## src/rtl/core/assert_macros.svh

```systemverilog
// Assertion helpers shared by the RTL files.
// Every check runs on the rising clock edge and is held off while reset is low.
`ifndef ASSERT_MACROS_SVH
`define ASSERT_MACROS_SVH

// Concurrent check of a property, sampled on clk_i and disabled in reset.
`define CLE_ASSERT(lbl, prop, msg) \
  lbl: assert property (@(posedge clk_i) disable iff (!rst_ni) (prop)) else $error(msg);

// Same check, for a property that must hold in the cycle after its trigger.
`define CLE_ASSERT_NEXT(lbl, trig, prop, msg) \
  lbl: assert property (@(posedge clk_i) disable iff (!rst_ni) (trig) |=> (prop)) \
    else $error(msg);

`endif

```

## src/rtl/core/cle_pkg.sv

```systemverilog
package cle_pkg;

  // Line store geometry.
  localparam int LineBuffer = 64;
  localparam int PtrW       = $clog2(LineBuffer);
  localparam int LenW       = $clog2(LineBuffer + 1);

  // Configuration port geometry.
  localparam int PaddrW = 5;
  localparam int PdataW = 32;

  // Register map, by word index.
  typedef enum logic [2:0] {
    RegErase = 3'd0,
    RegKill  = 3'd1,
    RegEof   = 3'd2,
    RegEol   = 3'd3,
    RegUpper = 3'd4,
    RegExt   = 3'd5
  } reg_idx_e;

  // Reason a line ended, as carried on the last beat of a line.
  typedef enum logic [1:0] {
    CauseMid       = 2'd0,
    CauseLine      = 2'd1,
    CauseEof       = 2'd2,
    CauseExhausted = 2'd3
  } cause_e;

  // What the item under work asks of the controller.
  typedef enum logic [1:0] {
    PlanNone   = 2'd0,
    PlanSingle = 2'd1,
    PlanStream = 2'd2
  } plan_e;

  // Controller states.
  typedef enum logic [1:0] {
    StIdle   = 2'd0,
    StProc   = 2'd1,
    StFetch  = 2'd2,
    StStream = 2'd3
  } state_e;

  typedef struct packed {
    logic [7:0] erase_char;
    logic [7:0] kill_char;
    logic [7:0] eof_char;
    logic [7:0] eol_char;
    logic       upper_case_mode;
    logic       external_processing;
  } cfg_t;

  typedef struct packed {
    logic load_item;
    logic commit;
    logic load_single;
    logic load_stream;
    logic rd_start;
    logic rd_next;
  } cmd_t;

  typedef struct packed {
    plan_e plan;
    logic  out_free;
    logic  last_byte;
  } status_t;

endpackage

```

## src/rtl/core/cle_regs.sv

```systemverilog
module cle_regs import cle_pkg::*; (
  input  logic              clk_i,
  input  logic              rst_ni,
  input  logic              psel,
  input  logic              penable,
  input  logic              pwrite,
  input  logic [PaddrW-1:0] paddr,
  input  logic [PdataW-1:0] pwdata,
  output logic [PdataW-1:0] prdata,
  output logic              pready,
  output cfg_t              cfg_o
);

  cfg_t     cfg_q, cfg_d;
  reg_idx_e idx;
  logic     wr_en;

  assign idx    = reg_idx_e'(paddr[PaddrW-1:2]);
  assign wr_en  = psel && penable && pwrite;
  assign pready = 1'b1;
  assign cfg_o  = cfg_q;

  // Write decode; words outside the map are ignored.
  always_comb begin
    cfg_d = cfg_q;
    if (wr_en) begin
      unique case (idx)
        RegErase: cfg_d.erase_char          = pwdata[7:0];
        RegKill:  cfg_d.kill_char           = pwdata[7:0];
        RegEof:   cfg_d.eof_char            = pwdata[7:0];
        RegEol:   cfg_d.eol_char            = pwdata[7:0];
        RegUpper: cfg_d.upper_case_mode     = pwdata[0];
        RegExt:   cfg_d.external_processing = pwdata[0];
        default:  cfg_d = cfg_q;
      endcase
    end
  end

  always_ff @(posedge clk_i or negedge rst_ni) begin
    if (!rst_ni) begin
      cfg_q.erase_char          <= 8'd35;
      cfg_q.kill_char           <= 8'd64;
      cfg_q.eof_char            <= 8'd4;
      cfg_q.eol_char            <= 8'd0;
      cfg_q.upper_case_mode     <= 1'b0;
      cfg_q.external_processing <= 1'b0;
    end else begin
      cfg_q <= cfg_d;
    end
  end

  // Read decode, zero extended.
  always_comb begin
    prdata = '0;
    unique case (idx)
      RegErase: prdata = {{(PdataW-8){1'b0}}, cfg_q.erase_char};
      RegKill:  prdata = {{(PdataW-8){1'b0}}, cfg_q.kill_char};
      RegEof:   prdata = {{(PdataW-8){1'b0}}, cfg_q.eof_char};
      RegEol:   prdata = {{(PdataW-8){1'b0}}, cfg_q.eol_char};
      RegUpper: prdata = {{(PdataW-1){1'b0}}, cfg_q.upper_case_mode};
      RegExt:   prdata = {{(PdataW-1){1'b0}}, cfg_q.external_processing};
      default:  prdata = '0;
    endcase
  end

endmodule

```

## src/rtl/core/cle_ctrl.sv

```systemverilog
module cle_ctrl import cle_pkg::*; (
  input  logic    clk_i,
  input  logic    rst_ni,
  input  logic    in_valid_i,
  output logic    in_ready_o,
  input  status_t status_i,
  output cmd_t    cmd_o
);

  state_e state_q, state_d;

  always_ff @(posedge clk_i or negedge rst_ni) begin
    if (!rst_ni) begin
      state_q <= StIdle;
    end else begin
      state_q <= state_d;
    end
  end

  // Next state.
  always_comb begin
    state_d = state_q;
    unique case (state_q)
      StIdle: begin
        if (in_valid_i) state_d = StProc;
      end
      StProc: begin
        unique case (status_i.plan)
          PlanNone:   state_d = StIdle;
          PlanSingle: if (status_i.out_free) state_d = StIdle;
          PlanStream: state_d = StFetch;
          default:    state_d = StIdle;
        endcase
      end
      StFetch: begin
        state_d = StStream;
      end
      StStream: begin
        if (status_i.out_free && status_i.last_byte) state_d = StIdle;
      end
      default: state_d = StIdle;
    endcase
  end

  // Commands to the datapath.
  always_comb begin
    in_ready_o = 1'b0;
    cmd_o      = '0;
    unique case (state_q)
      StIdle: begin
        in_ready_o        = 1'b1;
        cmd_o.load_item   = in_valid_i;
      end
      StProc: begin
        unique case (status_i.plan)
          PlanNone:   cmd_o.commit = 1'b1;
          PlanSingle: begin
            cmd_o.commit      = status_i.out_free;
            cmd_o.load_single = status_i.out_free;
          end
          PlanStream: cmd_o.commit = 1'b1;
          default:    cmd_o.commit = 1'b0;
        endcase
      end
      StFetch: begin
        cmd_o.rd_start = 1'b1;
      end
      StStream: begin
        cmd_o.load_stream = status_i.out_free;
        cmd_o.rd_next     = status_i.out_free && !status_i.last_byte;
      end
      default: cmd_o = '0;
    endcase
  end

endmodule

```

## src/rtl/core/cle_datapath.sv

```systemverilog
module cle_datapath import cle_pkg::*; (
  input  logic       clk_i,
  input  logic       rst_ni,
  input  cfg_t       cfg_i,
  input  cmd_t       cmd_i,
  output status_t    status_o,
  input  logic       mode_i,
  input  logic [7:0] in_byte_i,
  input  logic       out_ready_i,
  output logic       out_valid_o,
  output logic [7:0] out_byte_o,
  output logic       has_byte_o,
  output logic       last_o,
  output logic [1:0] end_cause_o
);

  localparam logic [7:0] ChBackslash = 8'h5C;
  localparam logic [7:0] ChNewline   = 8'h0A;

  // Upper-case table for escaped characters; zero means no entry.
  function automatic logic [7:0] case_map(input logic [7:0] c);
    logic [7:0] m;
    m = 8'h00;
    if (c >= 8'h61 && c <= 8'h7A) begin
      m = c - 8'h20;
    end else begin
      case (c)
        8'h21:   m = 8'h7C;  // '!' to '|'
        8'h27:   m = 8'h60;  // quote to backquote
        8'h28:   m = 8'h7B;  // '(' to '{'
        8'h29:   m = 8'h7D;  // ')' to '}'
        8'h5E:   m = 8'h7E;  // '^' to '~'
        default: m = 8'h00;
      endcase
    end
    return m;
  endfunction

  // Item under work, line state and the line store.
  logic             mode_q;
  logic [7:0]       byte_q;
  logic [PtrW-1:0]  fill_q, fill_d;
  logic             esc_q, esc_d;
  logic [LenW-1:0]  len_q;
  cause_e           cause_q;
  logic [7:0]       mem [LineBuffer];
  logic [7:0]       rd_data_q;
  logic [PtrW-1:0]  rd_ptr_q;
  logic [PtrW-1:0]  rd_addr;

  // Output register.
  logic             out_valid_q;
  logic [7:0]       out_byte_q;
  logic             out_has_q;
  logic             out_last_q;
  cause_e           out_cause_q;

  // Edit decision for the item under work.
  logic            do_sb, do_st, do_kill, do_eof, set_esc;
  logic [7:0]      st_byte, mapped;
  logic [PtrW-1:0] f1;
  logic [LenW-1:0] f_inc;
  logic            st_term, plain_emit, emit;
  logic [LenW-1:0] emit_n;
  cause_e          emit_cause;

  // Single-beat result (pass-through byte or empty-line marker).
  logic [7:0] sgl_byte;
  logic       sgl_has;
  logic       sgl_last;
  cause_e     sgl_cause;

  always_ff @(posedge clk_i) begin
    if (cmd_i.load_item) begin
      mode_q <= mode_i;
      byte_q <= in_byte_i;
    end
  end

  // Decode the byte against the editing characters and the escape flag.
  always_comb begin
    do_sb   = 1'b0;
    do_st   = 1'b0;
    do_kill = 1'b0;
    do_eof  = 1'b0;
    set_esc = 1'b0;
    st_byte = byte_q;
    mapped  = case_map(byte_q);
    if (!mode_q) begin
      if (!esc_q) begin
        if (byte_q == ChBackslash) begin
          set_esc = 1'b1;
          do_st   = 1'b1;
        end else if (byte_q == cfg_i.erase_char) begin
          do_sb = 1'b1;
        end else if (byte_q == cfg_i.kill_char) begin
          do_kill = 1'b1;
        end else if (byte_q == cfg_i.eof_char) begin
          do_eof = 1'b1;
        end else begin
          do_st = 1'b1;
        end
      end else begin
        if (byte_q == cfg_i.erase_char || byte_q == cfg_i.kill_char ||
            byte_q == cfg_i.eof_char) begin
          do_sb = 1'b1;
          do_st = 1'b1;
        end else if (cfg_i.upper_case_mode) begin
          if (mapped != 8'h00) begin
            do_sb   = 1'b1;
            do_st   = 1'b1;
            st_byte = mapped;
          end else if (byte_q != ChBackslash) begin
            do_st = 1'b1;
          end
        end else begin
          set_esc = (byte_q == ChBackslash);
          do_st   = 1'b1;
        end
      end
    end
  end

  // Store position, line end and the next fill count.
  always_comb begin
    f1 = fill_q;
    if (do_sb && fill_q != '0) f1 = fill_q - PtrW'(1);
    f_inc      = {1'b0, f1} + LenW'(1);
    st_term    = do_st && (st_byte == ChNewline || st_byte == cfg_i.eol_char);
    plain_emit = mode_q || do_eof;
    emit       = st_term || plain_emit;
    emit_n     = st_term ? f_inc : {1'b0, fill_q};
    if (st_term) begin
      emit_cause = CauseLine;
    end else if (mode_q) begin
      emit_cause = CauseExhausted;
    end else begin
      emit_cause = CauseEof;
    end

    if (emit || do_kill) begin
      fill_d = '0;
    end else if (do_st) begin
      fill_d = (f_inc == LenW'(LineBuffer)) ? f1 : f_inc[PtrW-1:0];
    end else begin
      fill_d = f1;
    end
    esc_d = emit ? 1'b0 : set_esc;
  end

  // Single-beat result and the status handed to the controller.
  always_comb begin
    sgl_byte  = 8'h00;
    sgl_has   = 1'b0;
    sgl_last  = 1'b1;
    sgl_cause = emit_cause;
    if (cfg_i.external_processing) begin
      if (mode_q) begin
        sgl_cause = CauseExhausted;
      end else if (byte_q == cfg_i.eof_char) begin
        sgl_cause = CauseEof;
      end else if (byte_q == ChNewline || byte_q == cfg_i.eol_char) begin
        sgl_byte  = byte_q;
        sgl_has   = 1'b1;
        sgl_cause = CauseLine;
      end else begin
        sgl_byte  = byte_q;
        sgl_has   = 1'b1;
        sgl_last  = 1'b0;
        sgl_cause = CauseMid;
      end
    end

    if (cfg_i.external_processing) begin
      status_o.plan = PlanSingle;
    end else if (emit) begin
      status_o.plan = (emit_n == '0) ? PlanSingle : PlanStream;
    end else begin
      status_o.plan = PlanNone;
    end
    status_o.out_free  = !out_valid_q || out_ready_i;
    status_o.last_byte = ({1'b0, rd_ptr_q} + LenW'(1)) == len_q;
  end

  // Line state update; pass-through mode leaves the line alone.
  always_ff @(posedge clk_i or negedge rst_ni) begin
    if (!rst_ni) begin
      fill_q  <= '0;
      esc_q   <= 1'b0;
      len_q   <= '0;
      cause_q <= CauseMid;
    end else if (cmd_i.commit && !cfg_i.external_processing) begin
      fill_q <= fill_d;
      esc_q  <= esc_d;
      if (emit) begin
        len_q   <= emit_n;
        cause_q <= emit_cause;
      end
    end
  end

  // Line store: one write port, one registered read port.
  assign rd_addr = cmd_i.rd_start ? '0 : rd_ptr_q + PtrW'(1);

  always_ff @(posedge clk_i) begin
    if (cmd_i.commit && !cfg_i.external_processing && do_st) begin
      mem[f1] <= st_byte;
    end
    if (cmd_i.rd_start || cmd_i.rd_next) begin
      rd_data_q <= mem[rd_addr];
      rd_ptr_q  <= rd_addr;
    end
  end

  // Output register, freed when the downstream side takes the beat.
  always_ff @(posedge clk_i or negedge rst_ni) begin
    if (!rst_ni) begin
      out_valid_q <= 1'b0;
    end else if (cmd_i.load_single || cmd_i.load_stream) begin
      out_valid_q <= 1'b1;
    end else if (out_ready_i) begin
      out_valid_q <= 1'b0;
    end
  end

  always_ff @(posedge clk_i) begin
    if (cmd_i.load_single) begin
      out_byte_q  <= sgl_byte;
      out_has_q   <= sgl_has;
      out_last_q  <= sgl_last;
      out_cause_q <= sgl_cause;
    end else if (cmd_i.load_stream) begin
      out_byte_q  <= rd_data_q;
      out_has_q   <= 1'b1;
      out_last_q  <= status_o.last_byte;
      out_cause_q <= status_o.last_byte ? cause_q : CauseMid;
    end
  end

  assign out_valid_o = out_valid_q;
  assign out_byte_o  = out_byte_q;
  assign has_byte_o  = out_has_q;
  assign last_o      = out_last_q;
  assign end_cause_o = out_cause_q;

endmodule

```

## src/rtl/core/canonical_line_editor.sv

```systemverilog
// A byte that only edits the line is accepted in StIdle and decided in StProc;
// a single-beat result is loaded from StProc once the output register is free,
// and a finished line goes through StFetch, then streams one byte per cycle from
// the store while the output register is free. A new item is taken only when the
// last one is done, and a stalled output register holds the item until it frees.
// Reset (rst_ni, asynchronous, active low) clears the line, the escape flag,
// the output beat and restores the default editing characters.
`include "assert_macros.svh"

module canonical_line_editor import cle_pkg::*; (
  input  logic              clk_i,
  input  logic              rst_ni,
  input  logic              psel,
  input  logic              penable,
  input  logic              pwrite,
  input  logic [PaddrW-1:0] paddr,
  input  logic [PdataW-1:0] pwdata,
  output logic [PdataW-1:0] prdata,
  output logic              pready,
  input  logic              in_valid_i,
  output logic              in_ready_o,
  input  logic              mode_i,
  input  logic [7:0]        in_byte_i,
  output logic              out_valid_o,
  input  logic              out_ready_i,
  output logic [7:0]        out_byte_o,
  output logic              has_byte_o,
  output logic              last_o,
  output logic [1:0]        end_cause_o
);

  cfg_t    cfg;
  cmd_t    cmd;
  status_t status;

  cle_regs u_regs (
    .clk_i   (clk_i),
    .rst_ni  (rst_ni),
    .psel    (psel),
    .penable (penable),
    .pwrite  (pwrite),
    .paddr   (paddr),
    .pwdata  (pwdata),
    .prdata  (prdata),
    .pready  (pready),
    .cfg_o   (cfg)
  );

  cle_ctrl u_ctrl (
    .clk_i      (clk_i),
    .rst_ni     (rst_ni),
    .in_valid_i (in_valid_i),
    .in_ready_o (in_ready_o),
    .status_i   (status),
    .cmd_o      (cmd)
  );

  cle_datapath u_dp (
    .clk_i       (clk_i),
    .rst_ni      (rst_ni),
    .cfg_i       (cfg),
    .cmd_i       (cmd),
    .status_o    (status),
    .mode_i      (mode_i),
    .in_byte_i   (in_byte_i),
    .out_ready_i (out_ready_i),
    .out_valid_o (out_valid_o),
    .out_byte_o  (out_byte_o),
    .has_byte_o  (has_byte_o),
    .last_o      (last_o),
    .end_cause_o (end_cause_o)
  );

  // An accepted item keeps the input side closed while it is decided.
  `CLE_ASSERT_NEXT(a_busy_after_accept, in_valid_i && in_ready_o, !in_ready_o, "ready after accept")
  // A result beat is only loaded when the output register can take it.
  `CLE_ASSERT(a_load_when_free, !(cmd.load_single || cmd.load_stream) || status.out_free, "beat overwritten")
  // Loading a single beat, loading a stream beat and fetching the line never collide.
  `CLE_ASSERT(a_cmd_exclusive, $onehot0({cmd.load_single, cmd.load_stream, cmd.rd_start}), "command clash")

endmodule
```

## config.mk

```make
export PLATFORM = sky130hd
export DESIGN_NAME = canonical_line_editor
export DESIGN_NICKNAME = d
export VERILOG_FILES = /design/src/rtl/core/cle_pkg.sv /design/src/rtl/core/cle_regs.sv /design/src/rtl/core/cle_ctrl.sv /design/src/rtl/core/cle_datapath.sv /design/src/rtl/core/canonical_line_editor.sv
export VERILOG_INCLUDE_DIRS = /design/src /design/src/rtl/core
export SDC_FILE = /design/constraint.sdc
export NUM_CORES = 1
export LEC_CHECK = 0
export BUFFER_PORTS_ARGS = -buffer_cell sky130_fd_sc_hd__clkbuf_2
export CAP_MARGIN = 20
export CORE_ASPECT_RATIO = 0.75
export CORE_MARGIN = 3
export CORE_UTILIZATION = 45
export DETAILED_ROUTE_END_ITERATION = 6
export PLACE_DENSITY = 0.62
export SLEW_MARGIN = 40
export SYNTH_ARGS = -nofsm -noshare
export SYNTH_HDL_FRONTEND = slang
export SYNTH_SLANG_ARGS = --single-unit
export TNS_END_PERCENT = 50
```

## constraint.sdc

```tcl
create_clock -name clk_i -period 5.8 [get_ports clk_i]
set_input_delay 0.29 -clock clk_i [delete_from_list [all_inputs] [get_ports clk_i]]
set_output_delay 0.29 -clock clk_i [all_outputs]
set_load 0.02 [all_outputs]
```

Yosys cells after proc, flatten, opt, wreduce, memory -nomap -nowiden --
Memories as Yosys holds them, arrays and structs flattened. A register that Yosys moved wholly into a read port is not among the register bits. Cells that the tools add are included. W data, S select, Z words.
Operators by class: order comparisons 2, reduce and logical (&&, ||, !) cells 39, eq/ne operators 29, $add $sub $neg 5, multiplexer cells 92
Operators with widths (count):
- $mux W8 | 11
- $mux W1 | 56
- $pmux W8 S6 | 1
- $eq A8 B8 Y1 | 5
- $pmux W7 S5 | 1
- $eq A8 B6 Y1 const B | 4
- $mux W6 | 5
- $mux W2 | 14
- $eq A8 B4 Y1 const B | 2
- $eq A8 B7 Y1 const B | 2
- $add A6 B1 Y7 const B | 2
- $reduce_and A2 Y1 | 7
- $logic_or A1 B1 Y1 | 10
- $logic_and A1 B1 Y1 | 9
- $ge A8 B7 Y1 const B | 1
- $le A8 B7 Y1 const B | 1
- $ne A8 B7 Y1 const B | 1
- $pmux W2 S4 | 1
- $reduce_bool A8 Y1 | 1
- $sub A8 B6 Y8 const B | 1
- $eq A7 B7 Y1 | 1
- $eq A7 B7 Y1 const B | 1
- $logic_not A7 Y1 | 1
- $mux W7 | 1
- other kinds (19) | 28
Word-level totals: register bits after elaboration 80, memories kept 1, output and inout bits 47, input port bits 53, bits in writable memories 512
Memories:
- u_dp.mem | depth 64, bits a word 8, rd ports 1, clocked after memory_dff 1, wr ports 1, RTL line cle_datapath.sv:46 | logic [7:0] mem [LineBuffer];

Depth between registers and ports, before layout --
word-level depth 25, mapped depth 21, gate-level depth less buffers 17

Modules after synthesis --
Synthesis repeated with hierarchy kept, for this count alone.
Second synthesis, totals: cell total of the unflattened synthesis 1948, area, all modules 27024.7 µm²
By module, submodules not included:
- cle_datapath | cells each 1804, area an instance 25024.0 µm², instances 1
- cle_regs | cells each 127, area an instance 1836.8 µm², instances 1
- cle_ctrl | cells each 17, area an instance 163.9 µm², instances 1

Worst setup path before layout --
Ideal clock, no wire load.
kind reg2reg, start point reg u_dp.byte_q[1], end point reg u_dp.out_cause_q[0] (netlist: u_dp.end_cause_o[0]) (enable), cell stages (with the launch flop) 19, buffers on the path 2, required time 5.412 ns, arrival 4.156 ns, path slack 1.256 ns, cell sequence edfxtp_1 > buf_4 > nor2_1 > nand3_2 > nand3_2 > o2111ai_2 > o21ai_2 > buf_4 > nor2_1 > a21oi_1 > ha_1 > xnor2_1 > xnor2_1 > nor3_1 > a31oi_1 > nor2_1 > nand4_2 > o22a_1 > a31oi_1
Between the ends: word-level cells in the longest chain between the ends 21, elaborated cells between the ends (all ways) 65, those cells by class add/sub (2); order compare (2); eq/ne (13); mux (37); reduce/logical (11)
Ends and longest elaborated chain:
- start: declaration | RTL line cle_datapath.sv:41 | logic [7:0] byte_q;
- start signal: assignment | RTL line cle_datapath.sv:76 | byte_q <= in_byte_i;
- $ge A8 B7 Y1, or another cell as far along | RTL line cle_datapath.sv:24 | if (c >= 8'h61 && c <= 8'h7A) begin
- $logic_and A1 B1 Y1 or $pmux W7 S5 (tied branches) | RTL line cle_datapath.sv:24, cle_datapath.sv:27
- $mux W8 | RTL line cle_datapath.sv:24
- $reduce_bool A8 Y1 | RTL line cle_datapath.sv:109 | if (mapped != 8'h00) begin
- $mux W1 or $mux W8 (tied branches) | RTL line cle_datapath.sv:109
- $mux W1 or $mux W8 (tied branches) | RTL line cle_datapath.sv:108 | end else if (cfg_i.upper_case_mode) begin
- $mux W1 or $mux W8 (tied branches) | RTL line cle_datapath.sv:104 | if (byte_q == cfg_i.erase_char || byte_q == cfg_i.kill_char ||
- $mux W1 or $mux W8 (tied branches) | RTL line cle_datapath.sv:90 | if (!esc_q) begin
- (+5 left out)
- $logic_not A7 Y1 | RTL line cle_datapath.sv:177 | status_o.plan = (emit_n == '0) ? PlanSingle : PlanStream;
- $mux W2 | RTL line cle_datapath.sv:177
- $mux W2 (*) | RTL line cle_datapath.sv:176 | end else if (emit) begin
- $mux W2 (*) | RTL line cle_datapath.sv:174 | if (cfg_i.external_processing) begin
- $eq A2 B1 Y1 (*) | RTL line cle_ctrl.sv:55 | unique case (status_i.plan)
- $mux W1 (*) | RTL line cle_ctrl.sv:55
- $mux W2 (*) | RTL line cle_ctrl.sv:49 | unique case (state_q)
- $reduce_bool A2 Y1 (no source line) (*)
- end signal: assignment | RTL line cle_datapath.sv:231 | out_cause_q <= sgl_cause;
- end signal: assignment | RTL line cle_datapath.sv:236 | out_cause_q <= status_o.last_byte ? cause_q : CauseMid;
- end: declaration | RTL line cle_datapath.sv:56 | cause_e out_cause_q;
Every way passes the cells marked *; elsewhere a longest branch is shown, timed or not. A chain may end at the register's enable or synchronous reset.

Worst setup path in the final report --
start point reg u_dp.byte_q[5], end point reg u_dp.len_q[3]
Between the ends: word-level cells in the longest chain between the ends 23, elaborated cells between the ends (all ways) 69, those cells by class add/sub (2); order compare (2); eq/ne (14); mux (37); reduce/logical (14)
Ends and longest elaborated chain:
- $ge A8 B7 Y1, or another cell as far along | RTL line cle_datapath.sv:24
- $logic_and A1 B1 Y1 or $pmux W7 S5 (tied branches) | RTL line cle_datapath.sv:24, cle_datapath.sv:27
- $mux W8 | RTL line cle_datapath.sv:24
- $reduce_bool A8 Y1 | RTL line cle_datapath.sv:109
- $mux W1 or $mux W8 (tied branches) | RTL line cle_datapath.sv:109
- $mux W1 or $mux W8 (tied branches) | RTL line cle_datapath.sv:108
- $mux W1 or $mux W8 (tied branches) | RTL line cle_datapath.sv:104
- $mux W1 or $mux W8 (tied branches) | RTL line cle_datapath.sv:90
- (+7 left out)
- $mux W2 | RTL line cle_datapath.sv:176
- $mux W2 | RTL line cle_datapath.sv:174
- $eq A2 B2 Y1 or $logic_not A2 Y1 (tied branches) | RTL line cle_ctrl.sv:55
- $reduce_or A2 Y1 (no source line)
- $pmux W1 S2 | RTL line cle_ctrl.sv:55
- $mux W2 | RTL line cle_ctrl.sv:49
- $logic_and A1 B1 Y1 | RTL line cle_datapath.sv:192 | end else if (cmd_i.commit && !cfg_i.external_processing) begin
- $reduce_and A2 Y1 (no source line)
- end signal: assignment | RTL line cle_datapath.sv:196 | len_q <= emit_n;
- end: declaration | RTL line cle_datapath.sv:44 | logic [LenW-1:0] len_q;
Several ways; a longest one is shown, not always the timed one.

==> flow_summary.html <==
<table>
<tr><th>Metric</th><th>Value</th></tr>
<tr><th colspan="2">Run status</th></tr>
<tr><td>Result of the run</td><td>completed</td></tr>
<tr><th colspan="2">Timing</th></tr>
<tr><td>Setup TNS</td><td>0 ps</td></tr>
<tr><td>Final hold vios</td><td>0</td></tr>
<tr><td>Worst-case clock skew</td><td>33.2 ps</td></tr>
<tr><td>Relative slew slack</td><td>41.5%</td></tr>
<tr><td>Final critical path time including I/O delays and setup</td><td>5130 ps</td></tr>
<tr><td>Setup violators final</td><td>0</td></tr>
<tr><td>Final slew viol count</td><td>0</td></tr>
<tr><td>Post-route setup slack</td><td>675 ps</td></tr>
<tr><td>Worst-Margin Slew</td><td>877 ps</td></tr>
<tr><td>Crit share post-route</td><td>88.4%</td></tr>
<tr><td>Unrepaired setup endpoints after global routing</td><td>false</td></tr>
<tr><td>Achievable clock frequency</td><td>195 MHz</td></tr>
<tr><th colspan="2">Setup path</th></tr>
<tr><td>Crit path cell chain</td><td>xor2_1 &gt; nor4_2 &gt; nand2_2 &gt; a41o_1 &gt; nor2_2 &gt; nor4b_2 &gt; nand4_1 &gt; nor4b_2 &gt; a32o_2 &gt; nor2_2 &gt; a211oi_4 &gt; mux2_4</td></tr>
<tr><td>Family of cells with the greatest summed delay on the critical path</td><td>simple AND/OR/NAND/NOR gates</td></tr>
<tr><td>Data required time at the worst endpoint</td><td>6310 ps</td></tr>
<tr><td>CP startpoint kind</td><td>register</td></tr>
<tr><td>Master of the slowest instance on the critical path</td><td>sky130_fd_sc_hd__nor2_2</td></tr>
<tr><td>Type of the worst setup path</td><td>reg2reg</td></tr>
<tr><td>Worst Path Arrival</td><td>5640 ps</td></tr>
<tr><td>Worst reg2reg setup slack</td><td>670 ps</td></tr>
<tr><td>Endpoint kind of the worst setup timing path</td><td>register</td></tr>
<tr><td>Critical Path Max Stage Delay</td><td>690 ps</td></tr>
<tr><td>Worst path buffer plus inverter count</td><td>0</td></tr>
<tr><td>Largest fanout of any net on the critical path</td><td>16</td></tr>
<tr><th colspan="2">Global routing</th></tr>
<tr><td>Maximum number of pins on one net before global-route repair</td><td>139</td></tr>
<tr><td>Wire length of the first global-routing pass</td><td>104 mm</td></tr>
<tr><td>Number of global-route vias before repair</td><td>16,500</td></tr>
<tr><td>Gr usage total</td><td>21.9%</td></tr>
<tr><td>Congestion Overflow GR</td><td>0</td></tr>
<tr><td>Number of antenna violations at the first check in global routing</td><td>1</td></tr>
<tr><th colspan="2">Placed design</th></tr>
<tr><td>HPWL after detailed placement</td><td>42.6 mm</td></tr>
<tr><td>Setup slack after placement</td><td>869 ps</td></tr>
<tr><td>RD Place Congestion</td><td>0.898</td></tr>
<tr><td>Port Buffer Count</td><td>48</td></tr>
<tr><th colspan="2">Clocking</th></tr>
<tr><td>Clock sink count</td><td>600</td></tr>
<tr><td>Post-cts sizing count</td><td>0</td></tr>
<tr><td>Largest buffer count on any clock path</td><td>3</td></tr>
<tr><td>CTS Root Cell</td><td>sky130_fd_sc_hd__clkbuf_16</td></tr>
<tr><td>CTS tree</td><td>built</td></tr>
<tr><td>H-tree Lvls</td><td>2</td></tr>
<tr><td>Post-CTS repair timing setup buffer count</td><td>0</td></tr>
<tr><td>Clock insertion delay at the later pin of the skew report</td><td>630 ps</td></tr>
<tr><td>Number of buffers added by the clock tree synthesis step</td><td>56</td></tr>
<tr><td>Reg clk slew, reported paths</td><td>60 ps</td></tr>
<tr><th colspan="2">Finish</th></tr>
<tr><td>Storage element area</td><td>0.0178 mm^2</td></tr>
<tr><td>Fraction of final layout cells with drive strength greater than 1</td><td>17.1%</td></tr>
<tr><td># nets final</td><td>2,135</td></tr>
<tr><td>Layout fillers</td><td>5,056</td></tr>
<tr><td>Antenna diode count</td><td>0</td></tr>
<tr><td>Area taken by multi-input logic gates</td><td>0.00863 mm^2</td></tr>
<tr><td>Layout area overhead</td><td>11.5%</td></tr>
<tr><th colspan="2">Synthesis</th></tr>
<tr><td>Number of standard cells after synthesis</td><td>2,025</td></tr>
<tr><td>Share of synthesized flip-flops with an asynchronous set or reset</td><td>8.83%</td></tr>
<tr><td>Largest area contributor in the synthesized netlist</td><td>sky130_fd_sc_hd__edfxtp_1</td></tr>
<tr><td>Top_reg_cell synth</td><td>sky130_fd_sc_hd__edfxtp_1</td></tr>
<tr><td>Flop and latch count out of synthesis</td><td>600</td></tr>
<tr><td>Number of enable-type register cells in the synthesized netlist</td><td>547</td></tr>
<tr><td>Leading cell types by total area after synthesis</td><td>sky130_fd_sc_hd__edfxtp_1, sky130_fd_sc_hd__dfrtp_1, sky130_fd_sc_hd__nand2_1, sky130_fd_sc_hd__mux2i_1, sky130_fd_sc_hd__mux2_2</td></tr>
<tr><td>Warning count from the yosys run</td><td>0</td></tr>
<tr><td>Count of distinct cell types in the synthesized netlist</td><td>90</td></tr>
<tr><td>Sequential cell area fraction in the yosys report</td><td>65.8%</td></tr>
<tr><td>Top-area cell type share of the netlist area</td><td>60.9%</td></tr>
<tr><td>Average footprint of a synthesized cell</td><td>13.3 um^2</td></tr>
<tr><td>Total standard cell area after synthesis</td><td>0.0270 mm^2</td></tr>
<tr><th colspan="2">Floorplan</th></tr>
<tr><td>Die Y</td><td>218 um</td></tr>
<tr><td>Core region area</td><td>0.0592 mm^2</td></tr>
<tr><td>Initial standard-cell utilization of the core</td><td>45.6%</td></tr>
<tr><td>Site Rows</td><td>77</td></tr>
<tr><td>Die width</td><td>289 um</td></tr>
<tr><td>DIE AREA</td><td>0.0630 mm^2</td></tr>
<tr><td>Ports</td><td>100</td></tr>
<tr><th colspan="2">Route</th></tr>
<tr><td>Routed wire length</td><td>68.7 mm</td></tr>
<tr><td>Number of violations reported at the end of detailed-routing iteration 0</td><td>1,846</td></tr>
<tr><td>Routed vias/inst</td><td>5.87</td></tr>
<tr><td>Vias after detailed routing</td><td>17,100</td></tr>
<tr><td>Routed length per placed instance</td><td>23.6 um</td></tr>
<tr><td>DRC violation count after routing</td><td>0</td></tr>
<tr><td>Pre-antenna DRT Iters</td><td>6</td></tr>
<tr><td>Detail Route Antenna Nets</td><td>0</td></tr>
<tr><th colspan="2">Pwr</th></tr>
<tr><td>Power density over the cells</td><td>420 mW/mm^2</td></tr>
<tr><td>Worst-case vdd ir drop</td><td>0.000283 V</td></tr>
<tr><td>Total leakage power</td><td>10.2 nW</td></tr>
<tr><td>Power, Total</td><td>12.6 mW</td></tr>
<tr><th colspan="2">Run</th></tr>
<tr><td>Max cap viols</td><td>0</td></tr>
<tr><th colspan="2">Hold path</th></tr>
<tr><td>Path category of the worst min-delay check</td><td>in2reg</td></tr>
</table>
-- report_power, final --
part	switching (mW)	leakage (nW)	internal, mW
Clock	1.57	0.807	1.87
Sequential	0.199	5.58	4.87
Combinational	2.76	3.79	1.37
Total	4.53	10.2	8.11
-- layout make-up --
class / count / share of cell area [%]
Multi-Input combinational cell: 1268 / 28.7
Tap cell: 790 / 3.29
Sequential cell: 600 / 59.0
Clock buffer: 76 / 4.91
Clock inverter: 25 / 0.636
Timing Repair Buffer: 128 / 3.16
Inverter: 23 / 0.304
-- routing by layer --
layer,vias to the layer above,part of all wire [%],global-route usage (%)
met5,-,0.012,0
li1,7769,-,-
met1,8578,45,32.4
met3,119,8.3,5.02
met4,2,2.5,6.88
met2,614,44,32.2
-- cells by family after synthesis --
group | synth area share [%]
compound gates | 10.2
xor+xnor | 1.94
fa+ha+maj | 0.232
buf+inv | 3.11
flops | 65.8
mux | 8.05
other cells | 0.0278
simple gates | 10.6
-- final timing paths --
path                                     to             from  cells after the start
setup reg to reg              u_dp.len_q[3]   u_dp.byte_q[5]                     12
hold / removal             u_dp.out_valid_o      out_ready_i                      4
setup / recovery              u_dp.len_q[3]   u_dp.byte_q[5]                     12
min in group asynchronous  u_regs.cfg_o[17]           rst_ni                      3
max in group asynchronous    u_dp.fill_q[4]           rst_ni                      3
hold reg to reg             u_dp.cause_q[1]  u_dp.cause_q[1]                      1
-- timing repair --
action                                  4_1_cts  5_1_grt
endpoints found under the hold margin        92        0
endpoints found under the setup margin        0        0
hold buffers                                 19        0
-- through the flow --
stage	instances	util, %	hold slack [ps]	area, um^2
after global placement	2790	47.6	471	28100
after floorplan	2048	-	-5.59	27100
after detailed placement	2790	47.6	473	28200
final	2910	50.9	40.3	30100
after CTS	2910	50.8	9.49	30000
after global routing	2910	50.9	55.8	30100
-- registers in the layout, indices dropped and copies added, names as in the netlist, 2 cells and up, named ones only --
register          cells
u_dp.rd_data_q        8
u_dp.out_byte_o       8
u_dp.len_q            7
u_regs.cfg_o         34
u_dp.fill_q           6
u_dp.mem            512
u_dp.rd_ptr_q         6
u_dp.byte_q           8
u_dp.cause_q          2
u_dp.end_cause_o      2
-- cell usage after synthesis, types with 48 or more instances --
master,number
sky130_fd_sc_hd__nand3_1,67
sky130_fd_sc_hd__nor2b_1,54
sky130_fd_sc_hd__dfrtp_1,48
sky130_fd_sc_hd__a211oi_1,53
sky130_fd_sc_hd__edfxtp_1,547
sky130_fd_sc_hd__a311oi_1,57
sky130_fd_sc_hd__clkbuf_1,93
sky130_fd_sc_hd__nor2_1,119
sky130_fd_sc_hd__a21oi_1,102
sky130_fd_sc_hd__mux2i_1,82
sky130_fd_sc_hd__nand2_1,277
sky130_fd_sc_hd__mux2_2,70
-- layout by cell type, fill, tap and decap left out, types with 53 or more instances in the layout --
master	n
sky130_fd_sc_hd__edfxtp_1	547
sky130_fd_sc_hd__nand2_1	274
sky130_fd_sc_hd__a21oi_1	102
sky130_fd_sc_hd__nor2_1	101
sky130_fd_sc_hd__mux2i_1	82
sky130_fd_sc_hd__mux2_2	70
sky130_fd_sc_hd__nand3_1	67
sky130_fd_sc_hd__a311oi_1	57
sky130_fd_sc_hd__clkbuf_16	56
sky130_fd_sc_hd__buf_4	56
sky130_fd_sc_hd__nor2b_1	54
sky130_fd_sc_hd__a211oi_1	53
-- tightest hold or removal path: cells and delay by family --
family                 cells  cell delay [ps]
buffers and inverters      1               90
AO/OA/AOI/OAI              1               60
AND/OR/NAND/NOR            2              190
Note: power is estimated with default switching activity, not from simulation.
